File: src/hdl/led_matrix_scan_controller_defines.svh
// Assertion macros for the LED matrix scan controller.
`ifndef LED_MATRIX_SCAN_CONTROLLER_DEFINES_SVH
`define LED_MATRIX_SCAN_CONTROLLER_DEFINES_SVH

`ifndef ASSERT_OFF

// Checked at every edge except while reset is held.
`define LMSC_ASSERT(lbl, clk, rst, prop, msg) \
   lbl: assert property (@(posedge clk) disable iff (rst) (prop)) else $error(msg);

// Checked at every edge, reset included.
`define LMSC_ASSERT_ALWAYS(lbl, clk, prop, msg) \
   lbl: assert property (@(posedge clk) (prop)) else $error(msg);

`else

`define LMSC_ASSERT(lbl, clk, rst, prop, msg)
`define LMSC_ASSERT_ALWAYS(lbl, clk, prop, msg)

`endif

`endif

File: src/hdl/lmsc_pkg.sv
// Shared constants, codes and types for the LED matrix scan controller.
`default_nettype none

package lmsc_pkg;

   localparam int PANEL_ROWS  = 32;
   localparam int PANEL_COLS  = 64;
   localparam int STORE_DEPTH = PANEL_ROWS * PANEL_COLS;
   localparam int HALF_ROWS   = PANEL_ROWS / 2;

   localparam int ADDR_W  = $clog2(STORE_DEPTH);
   localparam int PASS_W  = $clog2(PANEL_ROWS);
   localparam int COL_W   = (PANEL_COLS > 1) ? $clog2(PANEL_COLS) : 1;
   localparam int RADDR_W = (HALF_ROWS > 1) ? $clog2(HALF_ROWS) : 1;

   localparam int KIND_W      = 2;
   localparam int PIX_ROW_W   = 5;
   localparam int PIX_COL_W   = 6;
   localparam int COLOR_W     = 3;
   localparam int ROW_ADDR_W  = 4;

   typedef enum logic [KIND_W-1:0] {
      KIND_WRITE = 2'd0,
      KIND_CLEAR = 2'd1,
      KIND_SCAN  = 2'd2
   } kind_type;

   typedef struct packed {
      logic [PASS_W-1:0]  pass;
      logic [COL_W-1:0]   column;
      logic [RADDR_W-1:0] row_addr;
      logic               upper;
      logic               last_col;
      logic               last_pass;
   } scan_pos_type;

   typedef struct packed {
      logic [RADDR_W-1:0] row_addr;
      logic               upper;
      logic               last_col;
      logic               frame_end;
   } rsp_meta_type;

endpackage

`default_nettype wire

File: src/hdl/lmsc_scan_pos.sv
// Scan position counters: column, pass and panel row address.
`default_nettype none

module lmsc_scan_pos (
   input  wire logic                   clock,
   input  wire logic                   reset,
   input  wire logic                   advance,
   output lmsc_pkg::scan_pos_type      pos
);

   logic [lmsc_pkg::PASS_W-1:0]  pass_ff,     pass_in;
   logic [lmsc_pkg::COL_W-1:0]   column_ff,   column_in;
   logic [lmsc_pkg::RADDR_W-1:0] row_addr_ff, row_addr_in;
   logic                         last_col;
   logic                         last_pass;
   logic                         last_raddr;

   assign last_col   = column_ff == lmsc_pkg::COL_W'(lmsc_pkg::PANEL_COLS - 1);
   assign last_pass  = pass_ff == lmsc_pkg::PASS_W'(lmsc_pkg::PANEL_ROWS - 1);
   assign last_raddr = row_addr_ff == lmsc_pkg::RADDR_W'(lmsc_pkg::HALF_ROWS - 1);

   always_comb begin
      pass_in     = pass_ff;
      column_in   = column_ff;
      row_addr_in = row_addr_ff;
      if (advance) begin
         if (last_col) begin
            column_in = '0;
            if (last_pass) begin
               pass_in     = '0;
               row_addr_in = '0;
            end else begin
               pass_in     = pass_ff + 1'b1;
               row_addr_in = last_raddr ? '0 : row_addr_ff + 1'b1;
            end
         end else begin
            column_in = column_ff + 1'b1;
         end
      end
   end

   always_ff @(posedge clock) begin
      if (reset) begin
         pass_ff     <= '0;
         column_ff   <= '0;
         row_addr_ff <= '0;
      end else begin
         pass_ff     <= pass_in;
         column_ff   <= column_in;
         row_addr_ff <= row_addr_in;
      end
   end

   always_comb begin
      pos.pass      = pass_ff;
      pos.column    = column_ff;
      pos.row_addr  = row_addr_ff;
      pos.upper     = pass_ff < lmsc_pkg::PASS_W'(lmsc_pkg::HALF_ROWS);
      pos.last_col  = last_col;
      pos.last_pass = last_pass;
   end

endmodule

`default_nettype wire
File: config.mk
export PLATFORM = sky130hd
export DESIGN_NAME = lmsc_scan_pos
export DESIGN_NICKNAME = d
export VERILOG_FILES = /design/src/hdl/led_matrix_scan_controller_defines.svh /design/src/hdl/lmsc_pkg.sv /design/src/hdl/lmsc_scan_pos.sv
export SDC_FILE = /design/constraint.sdc
export NUM_CORES = 1
export LEC_CHECK = 0
export BUFFER_PORTS_ARGS = -buffer_cell sky130_fd_sc_hd__clkbuf_2
export CORE_ASPECT_RATIO = 1.1
export CORE_MARGIN = 2
export CORE_UTILIZATION = 52
export CTS_BUF_LIST = sky130_fd_sc_hd__clkbuf_4 sky130_fd_sc_hd__clkbuf_8
export DETAILED_ROUTE_END_ITERATION = 8
export PLACE_DENSITY = 0.88
export SLEW_MARGIN = 10
export SYNTH_ARGS = -nofsm -noshare
export SYNTH_HDL_FRONTEND = slang
export SYNTH_SLANG_ARGS = --single-unit
File: constraint.sdc
create_clock -name clock -period 2.27 [get_ports clock]
set_input_delay 0.1135 -clock clock [delete_from_list [all_inputs] [get_ports clock]]
set_output_delay 0.1135 -clock clock [all_outputs]
set_load 0.02 [all_outputs]
==> out/summary.txt <==
Post-CTS Setup Repair Bufs = 0
Fin crit share = 78.5%
Power Internal = 357 uW
Worst path bufs/invs = 0
Root buf cell = clkbuf_4
DR vias/cell = 5.53
Height of the die = 44.1 um
CP dominant cell by count = ha_1
Post-Route Skew = 0.000553 ns
Comb power frac = 6.1%
CTS tree = done
Worst EP required = 2.48 ns
Hold path depth = 2
Synth Warn # = 0
Total CTS buffers = 3
Switch Pwr = 103 uW
Wire per inst = 11.5 um
CP cell instances = ha_1 -> and3_1 -> ha_1 -> or4_1 -> a21oi_1
Register bit total from synthesis = 15
Core ar. = 1370 sq um
Syn Inst Count = 84
Die Wd = 40.4 um
Hold wc startpoint = reset
Hold Fails Final Rpt = 0
Share of total power in the clock network = 34.9%
Achievable Freq = 0.561 GHz
Cell Rows = 14
Slack of the critical path = 0.488 ns
Synth Flop Type = dfxtp_1
Max Cap Viol = 0
Drt initial violations = 8
Delay-heaviest family, CP = simple AND/OR/NAND/NOR gates
Worst slew pin tran = 0.328 ns
Kind of critical path = flip-flop to flip-flop
Syn-to-layout area delta = 12.4%
Hold Path Class = input port to flip-flop
Port bufs = 20
Placement Setup Slack = 0.515 ns
Overflow after GRT = 0
PD cells = 540 nW/um^2
# resized after CTS = 0
Length of the first detailed-routing pass in iterations = 2
Async set-reset flop share out of synthesis = 0%
Worst-Skew Late Latency = 0.28 ns
Final ANT Viol Nets = 0
Global Route Usage Sum = 17.9%
Post-route DRC = 0
Sw frac = 22.4%
Pins Over Slew Limit = 0
Register area share after synthesis = 39.6%
Maximum VDD drop = 0.406 mV
Syn_nets = 91
Slew Limit Headroom = 78.0%
Critical R2R Launch = pass_ff[0]
Final cell count without fillers = 116
Synth top area share = 39.6%
HPWL Detailed = 990 um
Share of layout cells above drive strength 1 = 30.0%
RePlAce Congestion = 0.746
Crit-path slowest cell = or4_1
Vias in the first global route = 539
Starting Density = 55.5%
Area contributors post-synth = dfxtp_1, ha_1, nand2_1, xor2_1, a21oi_1
FF-to-FF path depth = 5
Sequential power share = 59.0%
CTS Hold Buffers Added = 0
EDFF count, synth = 0
I/O pin cnt = 21
Critical Path Fanout Max = 10
Min cycle time layout = 1.78 ns
Initial antenna violation count = 0
Mapped cell area = 758 sq um
Via count = 642
Cells after DPL = 112
Clk sinks = 15
H-tree Lvls = 1
Largest net degree at the start of global routing = 17
Commonest non-fill, non-tap cell in the layout = clkbuf_2
Leakage power = 0.366 nW
Critical Path AT = 1.99 ns
Yosys cell types = 35
Reg-to-reg setup timing slack = 0.49 ns
Die area = 1780 sq um
Hold Path Sink = pass_ff[4]
Crit start category = flip-flop
CP Capture Type = flip-flop
Clk slew on worst S/H paths = 0.08 ns
Max clock buf depth = 2
R2R Path End = pass_ff[3]
Diode count = 0
Layout Nets = 108
Drt total wl = 1330 um
Mapped Avg Cell Area = 9.03 sq um
Cell taking the most area after synthesis = dfxtp_1
RSZ-0062 raised after global routing = no
Crit-path max cell delay = 0.53 ns
Fin Setup TNS = 0 ns
Most frequent cells in the layout = clkbuf_2, dfxtp_1, nand2_1
Status = complete, no violations
First-pass GRT wire length = 2220 um
Final setup fails = 0
[synth_stat cells (2+ instances only)]
| cell type | n |
|---|---|
| xor2_1 | 3 |
| nor2_1 | 6 |
| ha_1 | 4 |
| nor3_1 | 3 |
| a21oi_1 | 5 |
| buf_4 | 2 |
| dfxtp_1 | 15 |
| a31oi_1 | 2 |
| xnor2_1 | 2 |
| nand3_1 | 2 |
| o21ai_0 | 4 |
| inv_1 | 2 |
| nand2_1 | 9 |
| nand4_1 | 2 |
| clkbuf_1 | 3 |
[through the flow]
step | cell area [sq um] | hold slack, ns | utilization, % | total power [mW]
after detailed placement | 822 | 0.488 | 60.2 | 0.306
final | 852 | 0.209 | 62.4 | 0.460
after global routing | 852 | 0.239 | 62.4 | 0.479
after floorplan | 758 | 0.414 | - | 0.301
after CTS | 852 | 0.209 | 62.4 | 0.464
after global placement | 822 | 0.480 | 60.2 | 0.305
[flip-flops by register name, indices dropped and copies added, names as in the netlist]
signal       cells
row_addr_ff      4
column_ff        6
pass_ff          5
[cell families after synthesis]
family                   count (synthesis)  share of synthesized area (%)
buffers and inverters                   10                           8.41
multiplexers                             1                           1.32
flip-flops                              15                           39.6
AO/OA/AOI/OAI                           16                           13.4
XOR/XNOR                                 5                           5.78
adder cells (fa/ha/maj)                  4                           6.60
AND/OR/NAND/NOR                         33                           24.9
[power groups by stage]
stage | combinational (mW) | sequential (mW) | clock, mW
after floorplan | 0.0198 | 0.281 | 0
after CTS | 0.0285 | 0.272 | 0.164
after global routing | 0.0307 | 0.272 | 0.176
after detailed placement | 0.0286 | 0.278 | 0
after global placement | 0.0279 | 0.277 | 0
final | 0.0280 | 0.271 | 0.161
[routing by layer]
layer | global-route usage (%) | routed length [um]
met1 | 21.0 | 607
met2 | 29.5 | 637
met3 | 3.02 | 64
met4 | 10.0 | 22
met5 | 0 | 0
[worst reg2reg max path, cell delays in order (launching register included)]
cell	delay, ns
dfxtp_1	0.36
ha_1	0.23
and3_1	0.18
ha_1	0.27
or4_1	0.53
a21oi_1	0.14
[area by class of cell]
class	instances	area, sq um
Fill cell	121	514
Clock buffer	4	30.0
Sequential cell	15	300
Timing Repair Buffer	20	100
Inverter	2	7.51
Multi-Input combinational cell	59	394
Tap cell	16	20.0
[worst max path at each step]
stage,from,end,slack [ns],depth (start not counted)
final,pass_ff[0],pass_ff[3],0.49,5
after global routing,pass_ff[0],pass_ff[3],0.36,5
after floorplan,pass_ff[0],pass_ff[3],0.43,6
after global placement,pass_ff[0],pass_ff[3],0.56,5
after CTS,pass_ff[0],pass_ff[3],0.49,5
after detailed placement,pass_ff[0],pass_ff[3],0.52,5
Power figures use the tool's default switching activity.
